==> config.mk <==
export PLATFORM = sky130hd
export DESIGN_NAME = three_digit_led_display_refresh
export DESIGN_NICKNAME = d
export VERILOG_FILES = /design/src/hw/rtl/tdldr_pkg.sv /design/src/hw/rtl/tdldr_front.sv /design/src/hw/rtl/tdldr_queue.sv /design/src/hw/rtl/tdldr_back.sv /design/src/hw/rtl/three_digit_led_display_refresh.sv
export VERILOG_INCLUDE_DIRS = /design/src /design/src/hw/rtl
export SDC_FILE = /design/constraint.sdc
export NUM_CORES = 1
export LEC_CHECK = 0
export BUFFER_PORTS_ARGS = -buffer_cell sky130_fd_sc_hd__clkbuf_2
export CAP_MARGIN = 20
export CORE_MARGIN = 10
export CORE_UTILIZATION = 34
export DETAILED_ROUTE_END_ITERATION = 7
export PLACE_DENSITY = 0.51
export RECOVER_POWER = 100
export SYNTH_ARGS = -nofsm -noshare
export SYNTH_HDL_FRONTEND = slang
export SYNTH_HIERARCHICAL = 1
export SYNTH_SLANG_ARGS = --single-unit
==> constraint.sdc <==
create_clock -name clk -period 7.4 [get_ports clk]
set_input_delay 1.11 -clock clk [delete_from_list [all_inputs] [get_ports clk]]
set_output_delay 1.11 -clock clk [all_outputs]
set_load 0.05 [all_outputs]
==> src/hw/rtl/three_digit_led_display_refresh_macros.svh <==
// Assertion helpers shared by the display refresh block.
`ifndef THREE_DIGIT_LED_DISPLAY_REFRESH_MACROS_SVH
`define THREE_DIGIT_LED_DISPLAY_REFRESH_MACROS_SVH

// Same-cycle implication, checked on every rising edge out of reset
`define TDLDR_ASSERT_NOW(label, ante, cons, msg) \
    label: assert property (@(posedge clk) disable iff (!rst_n) (ante) |-> (cons)) \
        else $error(msg);

// Next-cycle implication, checked on every rising edge out of reset
`define TDLDR_ASSERT_NEXT(label, ante, cons, msg) \
    label: assert property (@(posedge clk) disable iff (!rst_n) (ante) |=> (cons)) \
        else $error(msg);

`endif

==> src/hw/rtl/tdldr_pkg.sv <==
package tdldr_pkg;

    // Digit count default and fixed segment word width
    localparam int DIGIT_COUNT_DEF = 3;
    localparam int SEGMENT_BITS    = 8;
    localparam int VALUE_BITS      = 16;

    // Segment constants (active low)
    localparam logic [7:0] POINT_BIT  = 8'h80;
    localparam logic [7:0] BLANK_CODE = 8'h7F;

    // Divide by ten: q = (v * 52429) >> 19, exact for 16-bit v
    localparam logic [16:0] DIV10_MUL   = 17'd52429;
    localparam int          DIV10_SHIFT = 19;

    // Step codes within one digit (20 images)
    localparam logic [4:0] STEP_STORE_HI = 5'd16;
    localparam logic [4:0] STEP_ANODE_ON = 5'd18;
    localparam logic [4:0] STEP_LAST     = 5'd19;

    // Anode codes
    localparam logic [1:0] ANODE_OFF      = 2'd0;
    localparam logic [1:0] ANODE_HUNDREDS = 2'd1;
    localparam logic [1:0] ANODE_TENS     = 2'd2;
    localparam logic [1:0] ANODE_ONES     = 2'd3;

    // Queue between front and back
    localparam int QUEUE_DEPTH = 2;
    localparam int QUEUE_PTR_W = $clog2(QUEUE_DEPTH);

    // Queue status toward front and back
    typedef struct packed {
        logic full;
        logic empty;
    } queue_stat_t;

    // One pin image, last field in the lowest bit
    typedef struct packed {
        logic [1:0] anode_select;
        logic       store_clock;
        logic       shift_clock;
        logic       serial_data;
    } image_t;

    // Decimal digit to active-low segment code, point bit low
    function automatic logic [7:0] seg_code(input logic [3:0] digit);
        logic [7:0] code;
        begin
            unique case (digit)
                4'd0:    code = 8'h01;
                4'd1:    code = 8'h79;
                4'd2:    code = 8'h12;
                4'd3:    code = 8'h30;
                4'd4:    code = 8'h68;
                4'd5:    code = 8'h24;
                4'd6:    code = 8'h04;
                4'd7:    code = 8'h71;
                4'd8:    code = 8'h00;
                4'd9:    code = 8'h20;
                default: code = BLANK_CODE;
            endcase
            return code;
        end
    endfunction

    // Digit position to anode code; positions past hundreds have no anode
    function automatic logic [1:0] anode_code(input logic [3:0] pos);
        logic [1:0] code;
        begin
            unique case (pos)
                4'd0:    code = ANODE_ONES;
                4'd1:    code = ANODE_TENS;
                4'd2:    code = ANODE_HUNDREDS;
                default: code = ANODE_OFF;
            endcase
            return code;
        end
    endfunction

endpackage

==> src/hw/rtl/tdldr_front.sv <==
module tdldr_front
    import tdldr_pkg::*;
#(
    parameter int DIGIT_COUNT = DIGIT_COUNT_DEF
)
(
    input  logic                              clk,
    input  logic                              rst_n,
    input  logic                              in_valid,
    output logic                              in_ready,
    input  logic [VALUE_BITS-1:0]             in_value,
    input  logic                              in_red,
    input  logic                              in_green,
    input  queue_stat_t                       q_stat,
    output logic                              q_push,
    output logic [DIGIT_COUNT*SEGMENT_BITS-1:0] q_data
);

    localparam int DIGIT_W = (DIGIT_COUNT > 1) ? $clog2(DIGIT_COUNT) : 1;
    localparam int CODE_W  = DIGIT_COUNT * SEGMENT_BITS;

    logic                  busy_reg, busy_next;
    logic [DIGIT_W-1:0]    digit_reg;
    logic [VALUE_BITS-1:0] val_reg;
    logic                  red_reg;
    logic                  green_reg;
    logic [CODE_W-1:0]     acc_reg;

    logic [32:0]           prod;
    logic [VALUE_BITS-1:0] quot;
    logic [VALUE_BITS-1:0] quot_x10;
    logic [3:0]            rem;
    logic                  led_on;
    logic [7:0]            dcode;
    logic [CODE_W-1:0]     acc_now;
    logic                  last_digit;
    logic                  step_ok;
    logic                  accept;

    // Split off one decimal digit per cycle, holding the last one while the queue is full
    always_comb
    begin
        prod     = 33'(val_reg) * 33'(DIV10_MUL);
        quot     = VALUE_BITS'(prod >> DIV10_SHIFT);
        quot_x10 = (quot << 3) + (quot << 1);
        rem      = 4'(val_reg - quot_x10);
        led_on   = (digit_reg == '0) ? red_reg : green_reg;
        dcode    = seg_code(rem) | (led_on ? 8'h00 : POINT_BIT);
        acc_now  = acc_reg;
        acc_now[digit_reg*SEGMENT_BITS +: SEGMENT_BITS] = dcode;
    end

    // Push the finished code word, take the next request in the same cycle
    always_comb
    begin
        last_digit = (digit_reg == DIGIT_W'(DIGIT_COUNT - 1));
        q_push     = busy_reg && last_digit && !q_stat.full;
        step_ok    = busy_reg && !last_digit;
        in_ready   = !busy_reg || q_push;
        accept     = in_valid && in_ready;
        q_data     = acc_now;
        if (accept)
        begin
            busy_next = 1'b1;
        end
        else if (q_push)
        begin
            busy_next = 1'b0;
        end
        else
        begin
            busy_next = busy_reg;
        end
    end

    // Control state
    always_ff @(posedge clk or negedge rst_n)
    begin
        if (!rst_n)
        begin
            busy_reg  <= 1'b0;
            digit_reg <= '0;
        end
        else
        begin
            busy_reg <= busy_next;
            if (accept)
            begin
                digit_reg <= '0;
            end
            else if (step_ok)
            begin
                digit_reg <= digit_reg + 1'b1;
            end
        end
    end

    // Payload
    always_ff @(posedge clk)
    begin
        if (accept)
        begin
            val_reg   <= in_value;
            red_reg   <= in_red;
            green_reg <= in_green;
        end
        else if (step_ok)
        begin
            val_reg <= quot;
            acc_reg <= acc_now;
        end
    end

endmodule

==> src/hw/rtl/tdldr_queue.sv <==
module tdldr_queue
    import tdldr_pkg::*;
#(
    parameter int WIDTH = DIGIT_COUNT_DEF * SEGMENT_BITS
)
(
    input  logic             clk,
    input  logic             rst_n,
    input  logic             push,
    input  logic [WIDTH-1:0] push_data,
    input  logic             pop,
    output logic [WIDTH-1:0] pop_data,
    output queue_stat_t      stat
);

    logic [WIDTH-1:0]       mem_reg [QUEUE_DEPTH];
    logic [QUEUE_PTR_W-1:0] wr_ptr_reg;
    logic [QUEUE_PTR_W-1:0] rd_ptr_reg;
    logic [QUEUE_PTR_W:0]   count_reg;

    // Status and head entry
    always_comb
    begin
        stat.full  = (count_reg == (QUEUE_PTR_W+1)'(QUEUE_DEPTH));
        stat.empty = (count_reg == '0);
        pop_data   = mem_reg[rd_ptr_reg];
    end

    // Advance pointers and count
    always_ff @(posedge clk or negedge rst_n)
    begin
        if (!rst_n)
        begin
            wr_ptr_reg <= '0;
            rd_ptr_reg <= '0;
            count_reg  <= '0;
        end
        else
        begin
            if (push)
            begin
                wr_ptr_reg <= (wr_ptr_reg == QUEUE_PTR_W'(QUEUE_DEPTH - 1))
                              ? '0 : wr_ptr_reg + 1'b1;
            end
            if (pop)
            begin
                rd_ptr_reg <= (rd_ptr_reg == QUEUE_PTR_W'(QUEUE_DEPTH - 1))
                              ? '0 : rd_ptr_reg + 1'b1;
            end
            if (push && !pop)
            begin
                count_reg <= count_reg + 1'b1;
            end
            else if (pop && !push)
            begin
                count_reg <= count_reg - 1'b1;
            end
        end
    end

    // Hold entries
    always_ff @(posedge clk)
    begin
        if (push)
        begin
            mem_reg[wr_ptr_reg] <= push_data;
        end
    end

endmodule

==> src/hw/rtl/tdldr_back.sv <==
module tdldr_back
    import tdldr_pkg::*;
#(
    parameter int DIGIT_COUNT = DIGIT_COUNT_DEF
)
(
    input  logic                                clk,
    input  logic                                rst_n,
    input  queue_stat_t                         q_stat,
    input  logic [DIGIT_COUNT*SEGMENT_BITS-1:0] q_data,
    output logic                                q_pop,
    output logic                                out_valid,
    input  logic                                out_ready,
    output image_t                              out_image,
    output logic                                out_last
);

    localparam int DIGIT_W = (DIGIT_COUNT > 1) ? $clog2(DIGIT_COUNT) : 1;
    localparam int CODE_W  = DIGIT_COUNT * SEGMENT_BITS;

    logic               busy_reg;
    logic [DIGIT_W-1:0] digit_reg;
    logic [4:0]         step_reg;
    logic [CODE_W-1:0]  ent_reg;
    logic               valid_reg;
    image_t             image_reg;
    logic               last_reg;

    logic [7:0]         cur_code;
    image_t             cur_image;
    logic               last_img;
    logic               adv;

    // Build the pin image for the current step
    always_comb
    begin
        cur_code = ent_reg[SEGMENT_BITS-1:0];
        last_img = (digit_reg == DIGIT_W'(DIGIT_COUNT - 1)) && (step_reg == STEP_LAST);
        if (step_reg < STEP_STORE_HI)
        begin
            cur_image.serial_data = cur_code[step_reg[3:1]];
            cur_image.shift_clock = !step_reg[0];
        end
        else
        begin
            cur_image.serial_data = cur_code[SEGMENT_BITS-1];
            cur_image.shift_clock = 1'b0;
        end
        cur_image.store_clock  = (step_reg == STEP_STORE_HI);
        cur_image.anode_select = (step_reg == STEP_ANODE_ON)
                                 ? anode_code(4'(digit_reg)) : ANODE_OFF;
        adv   = busy_reg && (!valid_reg || out_ready);
        q_pop = !q_stat.empty && (!busy_reg || (adv && last_img));
    end

    // Sequencer control and output valid
    always_ff @(posedge clk or negedge rst_n)
    begin
        if (!rst_n)
        begin
            busy_reg  <= 1'b0;
            digit_reg <= '0;
            step_reg  <= '0;
            valid_reg <= 1'b0;
        end
        else
        begin
            if (q_pop)
            begin
                busy_reg  <= 1'b1;
                digit_reg <= '0;
                step_reg  <= '0;
            end
            else if (adv && last_img)
            begin
                busy_reg <= 1'b0;
            end
            else if (adv)
            begin
                if (step_reg == STEP_LAST)
                begin
                    step_reg  <= '0;
                    digit_reg <= digit_reg + 1'b1;
                end
                else
                begin
                    step_reg <= step_reg + 1'b1;
                end
            end

            if (adv)
            begin
                valid_reg <= 1'b1;
            end
            else if (out_ready)
            begin
                valid_reg <= 1'b0;
            end
        end
    end

    // Code words and output payload
    always_ff @(posedge clk)
    begin
        if (q_pop)
        begin
            ent_reg <= q_data;
        end
        else if (adv && step_reg == STEP_LAST)
        begin
            ent_reg <= ent_reg >> SEGMENT_BITS;
        end
        if (adv)
        begin
            image_reg <= cur_image;
            last_reg  <= last_img;
        end
    end

    assign out_valid = valid_reg;
    assign out_image = image_reg;
    assign out_last  = last_reg;

endmodule

==> src/hw/rtl/three_digit_led_display_refresh.sv <==
// Channel | Direction | Payload
// s_axis  | in        | tdata[15:0] display_value, [16] red_led_on, [17] green_led_on
// m_axis  | out       | tdata[0] serial_data, [1] shift_clock, [2] store_clock,
//         |           | [4:3] anode_select; tlast last_step
//
// The back-end step sequencer gives 20 * DIGIT_COUNT pin images per request, one per
// cycle while m_tready allows; a queued request follows the last with no gap.
// The front end splits off one digit per cycle, the last held while the queue is full,
// into a two-entry code queue, so it takes the next request while images stream.
// The first image follows the digit split, the code queue and the output image register.
// Reset clears all control; m_tready low holds the image in its register.
`include "three_digit_led_display_refresh_macros.svh"

module three_digit_led_display_refresh
    import tdldr_pkg::*;
#(
    parameter int DIGIT_COUNT = DIGIT_COUNT_DEF
)
(
    input  logic        clk,
    input  logic        rst_n,
    input  logic        s_axis_tvalid,
    output logic        s_axis_tready,
    input  logic [23:0] s_axis_tdata,   // [15:0] display_value, [16] red_led_on,
                                        // [17] green_led_on, [23:18] zero
    output logic        m_axis_tvalid,
    input  logic        m_axis_tready,
    output logic [7:0]  m_axis_tdata,   // [0] serial_data, [1] shift_clock,
                                        // [2] store_clock, [4:3] anode_select,
                                        // [7:5] zero
    output logic        m_axis_tlast
);

    localparam int CODE_W = DIGIT_COUNT * SEGMENT_BITS;

    queue_stat_t       q_stat;
    logic              q_push;
    logic              q_pop;
    logic [CODE_W-1:0] q_wr_data;
    logic [CODE_W-1:0] q_rd_data;
    image_t            image;

    // Digit split
    tdldr_front #(
        .DIGIT_COUNT (DIGIT_COUNT)
    ) u_front (
        .clk      (clk),
        .rst_n    (rst_n),
        .in_valid (s_axis_tvalid),
        .in_ready (s_axis_tready),
        .in_value (s_axis_tdata[15:0]),
        .in_red   (s_axis_tdata[16]),
        .in_green (s_axis_tdata[17]),
        .q_stat   (q_stat),
        .q_push   (q_push),
        .q_data   (q_wr_data)
    );

    // Code word queue
    tdldr_queue #(
        .WIDTH (CODE_W)
    ) u_queue (
        .clk       (clk),
        .rst_n     (rst_n),
        .push      (q_push),
        .push_data (q_wr_data),
        .pop       (q_pop),
        .pop_data  (q_rd_data),
        .stat      (q_stat)
    );

    // Pin image sequencer
    tdldr_back #(
        .DIGIT_COUNT (DIGIT_COUNT)
    ) u_back (
        .clk       (clk),
        .rst_n     (rst_n),
        .q_stat    (q_stat),
        .q_data    (q_rd_data),
        .q_pop     (q_pop),
        .out_valid (m_axis_tvalid),
        .out_ready (m_axis_tready),
        .out_image (image),
        .out_last  (m_axis_tlast)
    );

    assign m_axis_tdata = {3'b000, image};

    `TDLDR_ASSERT_NOW(a_clocks_apart, m_axis_tvalid, !(image.shift_clock && image.store_clock), "shift and store clocks both high")
    `TDLDR_ASSERT_NOW(a_anode_quiet, m_axis_tvalid && (image.anode_select != ANODE_OFF), !image.shift_clock && !image.store_clock, "anode on during shift or store")
    `TDLDR_ASSERT_NOW(a_last_off, m_axis_tvalid && m_axis_tlast, image.anode_select == ANODE_OFF, "final image leaves an anode on")
    `TDLDR_ASSERT_NOW(a_queue_push, q_push, !q_stat.full, "push into full queue")
    `TDLDR_ASSERT_NEXT(a_store_low, m_axis_tvalid && m_axis_tready && image.store_clock, !image.store_clock, "store pulse longer than one image")

endmodule
; After elaboration in Yosys (flattened, before gate mapping)
; Memory sizes are Yosys's and may differ from the RTL's.
; Index checks and enable logic that the tools add are counted.
[totals]
register_bits = 88
memories = 2
mem_bits_ro = 112
word_cells = 116
ramBits = 48
inputBits = 28
[op_classes]
n_shift = 2
eq_ne = 8
n_lt_le_gt_ge = 2
n_mux = 33
n_bitwise = 2
multipliers = 1
reduce_logical = 37
add_sub_neg = 10
[mem_list]
columns = name, words, word_bits, rd, rd_clocked_by_memory_dff, write_ports, line_no
row1 = (name not given), 16, 7, 1, 0, 0, tdldr_pkg.sv:49  ; unique case (digit)
row2 = u_queue.mem_reg, 2, 24, 1, 0, 1, tdldr_queue.sv:16  ; logic [WIDTH-1:0] mem_reg [QUEUE_DEPTH];
[ops]
columns = operator, n
row1 = 2-to-1 mux 24 bit, 2
row2 = negation 5 -> 34 bit, 1
row3 = "variable shift 8 x 34 -> 24 bit, first input constant", 1
row4 = variable part select 8 x 34 -> 24 bit, 1
row5 = "multiplier 16 x 16 -> 32 bit, second input constant", 1
row6 = 2-to-1 mux 16 bit, 2
row7 = bitwise mux 24 bit, 1
row8 = 2-to-1 mux 5 bit, 4
row9 = 2-to-1 mux 2 bit, 8
row10 = nonzero test 2 bit, 8
row11 = "== test 5 bit, second input constant", 3
row12 = 2-to-1 mux 1 bit, 13
row13 = logical AND 1 bit, 11
row14 = zero test 1 bit, 9
row15 = 2-to-1 mux 8 bit, 1
row16 = OR 8 bit, 1
row17 = "adder 2 x 1 -> 2 bit, second input constant", 3
row18 = "== test 2 bit, second input constant", 3
row19 = zero test 2 bit, 3
row20 = case mux 2 bit (3 select lines), 1
row21 = "adder 5 x 1 -> 5 bit, second input constant", 1
row22 = "less-than comparator 5 bit, second input constant", 1
row23 = adder 4 bit, 1
row24 = "less-than comparator 3 x 4 -> 1 bit, second input constant", 1
row25 = 10 further kinds, 14

; Logic depth before layout (Yosys ltp)
; Gate-level depths: netlist of the first run.
[logic_depth]
ltp_word = 9
depth_mapped = 26
depth_no_buf = 26

; Hierarchy
; Netlist of the first run, hierarchy kept.
[by_module_without_submodules]
columns = mod, cells_per_inst, seq_area_each_um2, instances, area_each_um2
row1 = tdldr_front, 663, 1336.3, 1, 6772.7
row2 = tdldr_queue, 91, 1541.5, 1, 2020.7
row3 = tdldr_back, 139, 1126.1, 1, 1941.9
row4 = three_digit_led_display_refresh, 4, 0.0, 1, 26.3

; Worst setup path after synthesis of the first run
; OpenSTA, ideal clock, no wires.
[synth_timing]
kind = register -> register
startpoint = reg u_front.val_reg[7]
endpoint = reg u_front.acc_reg[14], data pin
n_path_buf = 1
stages_incl_launch_ff = 24
period_less_slack_ps = 6505
required_ps = 7129
setup_ps = 271
t_arrival_ps = 6233
slack_ps = 895
path_cell_list = edfxtp_1 -> ha_1 -> inv_1 -> fa_1 -> inv_1 -> fa_1 -> fa_1 -> fa_1 -> inv_1 -> fa_1 -> inv_1 -> ha_1 -> a221o_1 -> a31oi_1 -> o21ai_1 -> o21a_1 -> nor2_1 -> xnor2_1 -> ha_1 -> xor2_1 -> clkbuf_1 -> o21ai_0 -> mux2i_1 -> o2bb2ai_1
[synth_via]
elab_chain_len = 7
[synth_lines]
columns = item, line_no
row1 = from (decl), tdldr_front.sv:24  ; logic [VALUE_BITS-1:0] val_reg;
row2 = from (signal assigned), tdldr_front.sv:103  ; val_reg <= in_value;
row3 = from (signal assigned), tdldr_front.sv:109  ; val_reg <= quot;
row4 = multiplier 16 x 16 -> 32 bit, tdldr_front.sv:43  ; prod = 33'(val_reg) * 33'(DIV10_MUL);
row5 = adder 4 bit, tdldr_front.sv:45  ; quot_x10 = (quot << 3) + (quot << 1);
row6 = subtractor 4 bit, tdldr_front.sv:46  ; rem = 4'(val_reg - quot_x10);
row7 = memory read (16 x 7 bit), --
row8 = OR 8 bit, tdldr_front.sv:48  ; dcode = seg_code(rem) | (led_on ? 8'h00 : POINT_BIT);
row9 = variable part select 8 x 34 -> 24 bit, tdldr_front.sv:50  ; acc_now[digit_reg*SEGMENT_BITS +: SEGMENT_BITS] = dcode;
row10 = bitwise mux 24 bit, tdldr_front.sv:50
row11 = via q_wr_data[14], three_digit_led_display_refresh.sv:39  ; logic [CODE_W-1:0] q_wr_data;
row12 = to (signal assigned), tdldr_front.sv:110  ; acc_reg <= acc_now;
row13 = to (decl), tdldr_front.sv:27  ; logic [CODE_W-1:0] acc_reg;
; The timed path passes the listed nets, and every way through them passes these cells.
; A chain may end at the register's enable or synchronous reset.

; Worst setup path in the final report of the first run
[layout_timing]
startpoint = reg u_front.val_reg[7]
endpoint = mem u_queue/mem_reg[1][11] (netlist name), data pin
[layout_via]
elab_chain_len = 7
[layout_lines]
columns = item, line_no
row1 = multiplier 16 x 16 -> 32 bit, tdldr_front.sv:43
row2 = adder 4 bit, tdldr_front.sv:45
row3 = subtractor 4 bit, tdldr_front.sv:46
row4 = memory read (16 x 7 bit), --
row5 = OR 8 bit, tdldr_front.sv:48
row6 = variable part select 8 x 34 -> 24 bit, tdldr_front.sv:50
row7 = bitwise mux 24 bit, tdldr_front.sv:50
row8 = via q_wr_data[11], three_digit_led_display_refresh.sv:39
row9 = to (decl), tdldr_queue.sv:16
; The timed path passes the listed nets, and every way through them passes these cells.

==> results.md, run 1 <==
* Period utilization at 95.2%
* HP Start: u_queue/count_reg[1]$_DFFE_PN0P_
* Initial antenna violation count at 1
* Port buffer count at 29
* Share of layout cells above drive strength 1 at 11.6%
* Max Root-Sink Buffers at 2
* Cells on worst reg2reg path at 25
* Worst EP arrival at 7.18 ns
* Mean Syn Cell Area at 12.0 um^2
* Clk_skew at 0.00581 ns
* FF-to-FF End: u_queue/mem_reg[1][11]$_DFFE_PP_
* GP Congestion at 0.858
* Sequential area share after synthesis at 37.2%
* Number of primary I/O pins at 39
* Drt wl/cell at 16.6 um
* Die area at 0.0392 mm^2
* Status: complete, but fails checks
* Slew @ Worst Pin at 2.45 ns
* Min Tclk post-route at 7.05 ns
* Worst Path Max Fanout at 9
* Post-synthesis cell area at 0.0108 mm^2
* Latest clock arrival within the worst-skew pair at 0.42 ns
* Largest net degree at the start of global routing at 28
* DRC viols at 0
* Final Routed Wirelength at 22900 um
* First-pass GRT wire length at 36900 um
* Failing checks: max-capacitance violations, max-slew violations
* DP HPWL at 17900 um
* Max reg flops at 48
* CTS Root Cell: clkbuf_16
* Worst r2r src: u_front/val_reg[7]$_DFFE_PP_
* Async SR Flop Fraction at 11.8%
* Worst endpoint required time at 7.53 ns
* Synth Flop Type: edfxtp_1
* DIE WIDTH at 198 um
* Pre-antenna DRT Iters at 4
* Antenna diodes at 0
* Aggregate global-route resource usage at 12.3%
* Number of warnings issued by yosys at 6
* Placed Area at 0.0115 mm^2
* Hold Path End: u_queue/count_reg[1]$_DFFE_PN0P_
* Via count at 6388
* Fmax at 0.142 GHz
* Rel. slew slack at -63.4%
* Synth-to-Final Area Change at 11.6%
* TNS Setup at 0 ns
* DR iter-0 viols at 283
* H-tree depth at 4
* Initial Util at 34.3%
* Vias in the first global route at 6581
* Core Rows at 65
* CTS Buf Count at 17
* Cell area after layout at 0.0120 mm^2
* Setup crit end kind: flip-flop
* Reg2Reg Setup Slack at 0.35 ns
* Yosys reg bits at 136
* Worst-path clk slew at 0.06 ns
* Cts hold-fix bufs at 0
* Final ANT Viol Nets at 0
* Grt ovf at 0
* Core area at 0.0314 mm^2
* EDFF count, synth at 120
* Worst hold path type: flip-flop to flip-flop
* CTS tree: built
* Die Span Y at 198 um
* Final Slew Violations at 78
* Hold Vio Cnt, Final at 0
* Max-cap viol count at 4
* Unique masters post-synth at 59
* Cells after synthesis at 897
* Final-report setup violation count at 0
* Via density at 4.63
* Nets at 1226
* CTS sink count at 136
* Crit path launch type: flip-flop
* WS Path Type: flip-flop to flip-flop
* Hold Path Depth at 1
==> stage by stage <==
| stage | util (%) | hold slack [ns] | cells | setup slack, ns |
|---|---|---|---|---|
| after floorplan | - | 0.455 | 899 | 0.895 |
| after global placement | 36.7 | 0.475 | 1344 | 0.0999 |
| after detailed placement | 36.7 | 0.482 | 1344 | 0.0573 |
| after CTS | 38.5 | 0.493 | 1375 | 0.0347 |
| after global routing | 38.3 | 0.503 | 1379 | -0.00329 |
| final | 38.3 | 0.489 | 1379 | 0.354 |
==> area by class of cell <==
type / count / area, um^2
Fill cell: 3098 / 19400
Multi-Input combinational cell: 550 / 5850
Sequential cell: 136 / 4000
Inverter: 197 / 739
Tap cell: 402 / 503
Clock buffer: 18 / 429
Timing Repair Buffer: 63 / 353
Clock inverter: 13 / 131
==> synthesized netlist by cell type (2+ instances only) <==
cell type / number / area share [%]
nor2_1: 32 / 1.1
mux2_2: 12 / 1.3
a221oi_1: 2 / 0.16
edfxtp_1: 120 / 33
a21oi_1: 22 / 1.0
fa_1: 80 / 15
and2_1: 11 / 0.64
a22o_1: 4 / 0.33
xor2_1: 12 / 0.98
buf_4: 3 / 0.21
clkbuf_1: 5 / 0.17
mux2_4: 29 / 4.0
a31oi_1: 5 / 0.29
nand4_1: 6 / 0.35
o2bb2ai_1: 18 / 1.5
o211ai_1: 3 / 0.21
a311oi_1: 2 / 0.16
nand3_1: 6 / 0.28
o31ai_1: 5 / 0.35
mux2i_1: 8 / 0.74
nand2_1: 32 / 1.1
nor2b_1: 7 / 0.41
and3_1: 9 / 0.52
buf_6: 5 / 0.52
a211o_1: 3 / 0.24
o21a_1: 8 / 0.56
or3_1: 4 / 0.23
ha_1: 153 / 18
a211oi_1: 7 / 0.49
o21ai_0: 21 / 0.98
nor3_1: 5 / 0.23
xnor2_1: 12 / 0.98
nand2b_1: 4 / 0.23
dfrtp_1: 16 / 3.7
a21boi_0: 3 / 0.21
or4_1: 2 / 0.14
buf_12: 2 / 0.37
a21o_1: 3 / 0.21
inv_1: 196 / 6.8
==> worst max-delay path: stages (launching register included) <==
cell and delay (ns):
edfxtp_1 0.50, ha_1 0.38, inv_1 0.09, fa_1 0.54
inv_1 0.06, fa_1 0.52, fa_1 0.54, fa_1 0.55
inv_1 0.05, fa_1 0.54, inv_1 0.05, ha_1 0.31
and3_1 0.15, o21ai_0 0.07, buf_4 0.16, nor3_2 0.20
o21a_2 0.21, o21a_1 0.14, nor2_1 0.05, xnor2_1 0.19
ha_1 0.28, a211oi_1 0.23, xnor3_2 0.42, mux2i_1 0.26
buf_4 0.16, o2bb2ai_1 0.10
==> layer usage <==
metal  track usage (%)  part of all wire (%)  vias up
li1                  -                     -     3178
met5                 0                 0.057        -
met2              18.4                    44       67
met4              3.22                   1.2        2
met1              17.6                    52     3120
met3              2.48                   2.9       21
==> placed cells by master, fill, tap and decap left out, types with 16 or more instances in the layout <==
master and count:
nor2_1 32, ha_1 153, o21ai_0 21, edfxtp_1 120
mux2_4 19, nand2_1 32, clkbuf_2 18, clkbuf_16 17
o2bb2ai_1 18, inv_1 196, clkbuf_1 21, dfrtp_1 16
a21oi_1 22, fa_1 80, buf_4 23
==> logic make-up (layout without fill, tap and decap cells) <==
kind of cell | after synthesis | count (layout) | synth area share [%]
flops | 136 | 136 | 37.2
mux | 50 | 50 | 6.26
xor+xnor | 25 | 25 | 2.16
simple gates | 125 | 125 | 6.00
other cells | 1 | 3 | 0.0348
compound gates | 114 | 114 | 7.48
fa+ha+maj | 233 | 233 | 32.7
buf+inv | 213 | 291 | 8.20
==> repair_timing <==
| item | 4_1_cts | 5_1_grt |
|---|---|---|
| resized for setup | 0 | 5 |
| setup buffers | 0 | 3 |
| setup endpoints to repair | 0 | 63 |
==> worst max-delay path by stage <==
stage | end | slack [ns] | cells past startpoint | start
after floorplan | u_front/acc_reg[14]$_DFFE_PP_ | 0.90 | 23 | u_front/val_reg[7]$_DFFE_PP_
after global placement | u_queue/mem_reg[0][11]$_DFFE_PP_ | 0.1 | 25 | u_front/val_reg[7]$_DFFE_PP_
after detailed placement | u_front/acc_reg[16]$_DFFE_PP_ | 0.06 | 24 | u_front/val_reg[7]$_DFFE_PP_
after CTS | u_queue/mem_reg[1][16]$_DFFE_PP_ | 0.03 | 24 | u_front/val_reg[7]$_DFFE_PP_
after global routing | u_front/acc_reg[6]$_DFFE_PP_ | -0.003 | 25 | u_front/val_reg[7]$_DFFE_PP_
final | u_queue/mem_reg[1][11]$_DFFE_PP_ | 0.35 | 25 | u_front/val_reg[7]$_DFFE_PP_
Power of run 1 is left out: the tool's default activity adds up to more than one toggle a clock period on the data nets, which glitch-free logic cannot reach.
==> run 2: changes to the inputs <==
- ABC_AREA: not set -> 1
==> run 2 against run 1 <==
Compared with the run above: the run still ends with max-capacitance violations, max-slew violations left; clock skew grew 0.0062 ns; register-to-register slack improved by 0.08 ns; final cell count increased by 20%; sequential share of layout area shrank 1.2 points; synthesized cell count up 28%; critical endpoint unchanged.
==> results.md, run 2 <==
* Via density at 4.58
* Min Tclk post-route at 6.97 ns
* Placed Area at 0.0120 mm^2
* Worst hold path type: flip-flop to flip-flop
* Drt wl/cell at 15.3 um
* RSZ-0062 raised after global routing: false
* Sequential area share after synthesis at 35.5%
* Final ANT Viol Nets at 0
* Die Span Y at 202 um
* Hold Vio Cnt, Final at 0
* Rel. slew slack at -5.20%
* Slew @ Worst Pin at 1.58 ns
* Max Root-Sink Buffers at 2
* Max-cap viol count at 2
* Final worst slack at 0.433 ns
* Antenna diodes at 0
* Failing checks: max-capacitance violations, max-slew violations
* Setup crit end kind: flip-flop
* Synth Flop Type: edfxtp_1
* Most frequent cells in the layout: inv_1 (250), nand2_1 (246), ha_1 (152)
* Die area at 0.0408 mm^2
* Crit path launch type: flip-flop
* Worst endpoint required time at 7.56 ns
* Worst EP arrival at 7.13 ns
* Fmax at 0.144 GHz
* Grt ovf at 0
* Period utilization at 94.2%
* Core Rows at 66
* EDFF count, synth at 120
* Final Slew Violations at 52
* Post-Layout Cell Count at 1652
* Yosys top cell area share at 32.0%
* CTS tree: built
* Core area at 0.0326 mm^2
* Commonest non-fill, non-tap cell in the layout: inv_1
* DRC viols at 0
* Vias in the first global route at 7794
* First-pass GRT wire length at 41600 um
* Nets at 1458
* Cts hold-fix bufs at 0
* WL met1 at 13000 um
* Synth top cells by count: inv_1 (250), nand2_1 (244), ha_1 (153), edfxtp_1 (120), fa_1 (80)
* Aggregate global-route resource usage at 12.9%
* Cells on worst reg2reg path at 26
* Worst-path clk slew at 0.07 ns
* Initial antenna violation count at 0
* Initial Util at 34.5%
* Via count at 7562
* Largest area contributor in the netlist: edfxtp_1
* Share of layout cells above drive strength 1 at 9.42%
* Cell area after layout at 0.0125 mm^2
* TNS Setup at 0 ns
* Hold Path Depth at 2
* Yosys reg bits at 136
* Max layer used: met4
* Routed met2 length at 11200 um
* WS Path Type: flip-flop to flip-flop
* Clk_skew at 0.0121 ns
* DR iter-0 viols at 312
* DIE WIDTH at 202 um
* Top post-synthesis cells by area: edfxtp_1 (32%), ha_1 (17%), fa_1 (14%), inv_1 (8.3%), nand2_1 (8.1%)
* Unique masters post-synth at 52
* CTS Root Cell: clkbuf_16
* Synth-to-Final Area Change at 10.6%
* Setup slack at placement at 0.275 ns
* Async SR Flop Fraction at 11.8%
* Number of warnings issued by yosys at 6
* Final Routed Wirelength at 25200 um
* Largest net degree at the start of global routing at 27
* Port buffer count at 29
* Status: complete, but fails checks
* DP HPWL at 20100 um
* Cells after synthesis at 1148
* Final-report setup violation count at 0
* Mean Syn Cell Area at 9.81 um^2
* Dpl cells at 1618
* Worst Path Max Fanout at 6
* Max reg flops at 48
* Latest clock arrival within the worst-skew pair at 0.43 ns
* Top-count cell post-synth: inv_1
* Pre-antenna DRT Iters at 5
* CTS sink count at 136
* CTS Buf Count at 17
* Post-synthesis cell area at 0.0113 mm^2
* Number of primary I/O pins at 39
* H-tree depth at 4
* GP Congestion at 0.889
* Wire length on met3 at 790 um
[run 2: changes by cell type in the layout (fill, tap and decap cells not counted), sizes merged, moves of 8 or more]
| cell | previous run | this run |
|---|---|---|
| nand2 | 32 | 252 |
| inv | 197 | 259 |
| nand3 | 6 | 36 |
| nor2 | 32 | 55 |
| o2bb2ai | 18 | 0 |
| mux2 | 41 | 24 |
| buf | 23 | 9 |
| nand4 | 6 | 20 |
| and2 | 11 | 2 |
| or2 | 1 | 10 |
| and3 | 9 | 1 |
| mux2i | 8 | 0 |
| xnor2 | 12 | 4 |
[run 2: cell families (layout without fill, tap and decap cells)]
| kind of cell | count (synthesis) | count (layout) | share of synthesized area, % |
|---|---|---|---|
| other cells | 1 | 3 | 0.0333 |
| flops | 136 | 136 | 35.5 |
| compound gates | 78 | 78 | 4.10 |
| simple gates | 391 | 391 | 15.2 |
| buf+inv | 271 | 331 | 9.80 |
| xor+xnor | 14 | 14 | 1.09 |
| fa+ha+maj | 233 | 233 | 31.2 |
| mux | 24 | 24 | 3.03 |
[run 2: area by class of cell]
cell class	instances	area, um^2
inverters	255	958
fillers	3278	20200
clock inverters	11	81.3
flip-flops and latches	136	4000
repair buffers	44	224
well taps	442	553
clock buffers	21	493
multi-input cells	743	6150
[run 2: worst max-delay path, cell delays in order, from the launching register on]
cell and delay [ns]:
edfxtp_1 0.57, ha_2 0.49, inv_1 0.08, fa_1 0.50, inv_1 0.06, fa_1 0.50
fa_1 0.52, fa_1 0.54, inv_1 0.05, fa_1 0.53, inv_1 0.06, ha_1 0.34
nand2_1 0.16, nor2_1 0.06, a221oi_1 0.27, nand2_1 0.17, xor2_1 0.19, ha_1 0.31
inv_1 0.05, or2_2 0.26, nand2_1 0.14, inv_1 0.12, or2_2 0.30, o21ai_0 0.08
nand2_1 0.15, nand4_1 0.10, nand2_1 0.10
[run 2: through the flow]
stage | util (%) | hold slack (ns)
2_1_floorplan | - | 0.463
3_3_place_gp | 36.6 | 0.486
3_5_place_dp | 36.7 | 0.495
4_1_cts | 38.4 | 0.510
5_1_grt | 38.2 | 0.544
6_report | 38.2 | 0.512
[run 2: repair_timing]
action	in CTS	in global routing
gates resized for setup	0	2
buffers inserted	0	2
setup endpoints to repair	0	45
[run 2: worst paths after layout]
path / startpoint / endpoint / slack [ns]
max: u_front/val_reg[2]$_DFFE_PP_ / u_queue/mem_reg[1][11]$_DFFE_PP_ / 0.43
min: u_queue/count_reg[1]$_DFFE_PN0P_ / u_queue/count_reg[1]$_DFFE_PN0P_ / 0.51
max reg2reg: u_front/val_reg[2]$_DFFE_PP_ / u_queue/mem_reg[1][11]$_DFFE_PP_ / 0.43
min reg2reg: u_queue/count_reg[1]$_DFFE_PN0P_ / u_queue/count_reg[1]$_DFFE_PN0P_ / 0.51
max in group asynchronous: rst_n / u_front/digit_reg[0]$_DFFE_PN0P_ / 6.02
min in group asynchronous: rst_n / u_back/out_valid$_DFFE_PN0P_ / 0.80
[run 2: per-layer routing]
metal	GRT usage, %	vias up
met5	0	-
met4	2.90	0
met3	2.19	13
met2	20.0	110
met1	18.3	3638
li1	-	3801
Power of run 2 is left out for the same reason.
==> run 3: changes to the inputs <==
- clock period: 7.4 -> 6.9 ns (I/O delays scaled with it)
==> run 3 against run 2 <==
Compared with the run above: final cell count up 1.2%; clock skew increased by 0.00060 ns; the run still ends with max-capacitance violations, max-slew violations left; global-route usage rose by 0.13 points; via count up 1.5%; critical endpoint is now u_queue/mem_reg[0][3]$_DFFE_PP_.
==> results.md, run 3 (synthesized netlist as in run 2, its figures left out) <==
* Clk_skew at 0.0127 ns
* WS Path Type: flip-flop to flip-flop
* Initial Util at 34.5%
* TNS Setup at 0 ns
* Worst-path clk slew at 0.07 ns
* Final-report setup violation count at 0
* Largest delay share family, worst path: adder cells
* H-tree depth at 4
* Period utilization at 96.9%
* Worst hold path type: flip-flop to flip-flop
* Worst Path Max Fanout at 6
* Cts hold-fix bufs at 0
* Setup crit end kind: flip-flop
* Dpl cells at 1638
* Max Root-Sink Buffers at 2
* Via density at 4.59
* Status: complete, but fails checks
* DRC viols at 0
* Max-cap viol count at 3
* Critical Path Max Stage Delay at 0.55 ns
* Initial antenna violation count at 0
* Grt ovf at 0
* Post-Layout Cell Count at 1672
* Aggregate global-route resource usage at 13.0%
* CP dominant cell by count: inv_1
* HP Start: u_queue/wr_ptr_reg$_DFFE_PN0P_
* Min Tclk post-route at 6.69 ns
* Highest-delay cell along the critical path: fa_1
* Antenna diodes at 0
* DR iter-0 viols at 380
* Port buffer count at 29
* Most frequent cells in the layout: inv_1 (250), nand2_1 (243), ha_1 (146)
* Latest clock arrival within the worst-skew pair at 0.42 ns
* Vias in the first global route at 7737
* Slew @ Worst Pin at 2.36 ns
* Drt wl/cell at 15.4 um
* Max reg flops at 48
* Via count at 7674
* Core area at 0.0326 mm^2
* Die area at 0.0408 mm^2
* Core Rows at 66
* CTS tree: built
* Cells on worst reg2reg path at 25
* Reg2Reg Setup Slack at 0.21 ns
* Filler Cell Count at 3296
* CTS sink count at 136
* Hold_ws at 0.500 ns
* Hold Vio Cnt, Final at 0
* Final Routed Wirelength at 25800 um
* DP HPWL at 20400 um
* Pre-antenna DRT Iters at 5
* DIE WIDTH at 202 um
* GP Congestion at 0.926
* Crit path launch type: flip-flop
* Hold Path End: u_queue/wr_ptr_reg$_DFFE_PN0P_
* FF-to-FF End: u_queue/mem_reg[0][3]$_DFFE_PP_
* Rel. slew slack at -57.9%
* CTS Root Cell: clkbuf_16
* Buf/Inv on CP at 6
* Area occupied by multi-input gates at 0.00624 mm^2
* Largest net degree at the start of global routing at 27
* Worst r2r src: u_front/val_reg[7]$_DFFE_PP_
* Worst EP arrival at 6.84 ns
* First-pass GRT wire length at 42000 um
* FF/Latch Area at 0.00400 mm^2
* Share of layout cells above drive strength 1 at 12.1%
* Nets at 1478
* Final Slew Violations at 77
* Die Span Y at 202 um
* Synth-to-Final Area Change at 13.2%
* Hold Path Depth at 1
* Number of primary I/O pins at 39
* Failing checks: max-capacitance violations, max-slew violations
* CTS Buf Count at 17
* Fmax at 0.150 GHz
* Worst endpoint required time at 7.05 ns
* Final ANT Viol Nets at 0
* Commonest non-fill, non-tap cell in the layout: inv_1
[run 3: cell types whose count changed in the layout (fill, tap and decap cells not counted), sizes merged]
cell    change
buf        +21
bufinv      +1
clkbuf      -1
clkinv      +2
inv         -3
[run 3: worst max-delay path by stage]
stage,startpoint,endpoint,slack [ns],cells past startpoint
detailed placement,u_front/val_reg[4]$_DFFE_PP_,u_front/acc_reg[3]$_DFFE_PP_,0.18,26
global placement,u_front/val_reg[4]$_DFFE_PP_,u_queue/mem_reg[1][3]$_DFFE_PP_,0.22,26
global route,u_front/val_reg[7]$_DFFE_PP_,u_queue/mem_reg[0][3]$_DFFE_PP_,-0.07,25
floorplan,u_front/val_reg[4]$_DFFE_PP_,u_front/acc_reg[19]$_DFFE_PP_,0.63,26
finish,u_front/val_reg[7]$_DFFE_PP_,u_queue/mem_reg[0][3]$_DFFE_PP_,0.21,25
CTS,u_front/val_reg[4]$_DFFE_PP_,u_queue/mem_reg[0][3]$_DFFE_PP_,0.14,26
[run 3: cell type report]
type	instances	share of cell area (%)
tap	442	4.34
timing repair buffer	64	3.09
clock inverter	11	0.814
inverter	255	7.51
clock buffer	21	3.95
sequential	136	31.4
multi-input combinational	743	48.9
[run 3: timing repair]
action / in CTS / in global routing
gates resized for setup: 0 / 18
setup endpoints to repair: 0 / 63
buffers inserted: 0 / 2
endpoints found under the hold margin: 0 / 0
[run 3: routing by layer]
layer	track usage (%)	part of all wire, %	vias to the layer above
met5	0	0	-
met4	2.93	0.86	0
met3	2.56	4.6	13
met2	20.3	45	158
met1	18.3	50	3662
li1	-	-	3841
[run 3: per-stage QoR]
stage | util (%) | worst slack (ns) | area (um^2)
after CTS | 39.0 | 0.138 | 12700
after global placement | 37.1 | 0.217 | 12100
after floorplan | - | 0.634 | 11300
after detailed placement | 37.2 | 0.177 | 12100
final | 39.1 | 0.215 | 12800
after global routing | 39.1 | -0.0741 | 12800
Power of run 3 is left out for the same reason.
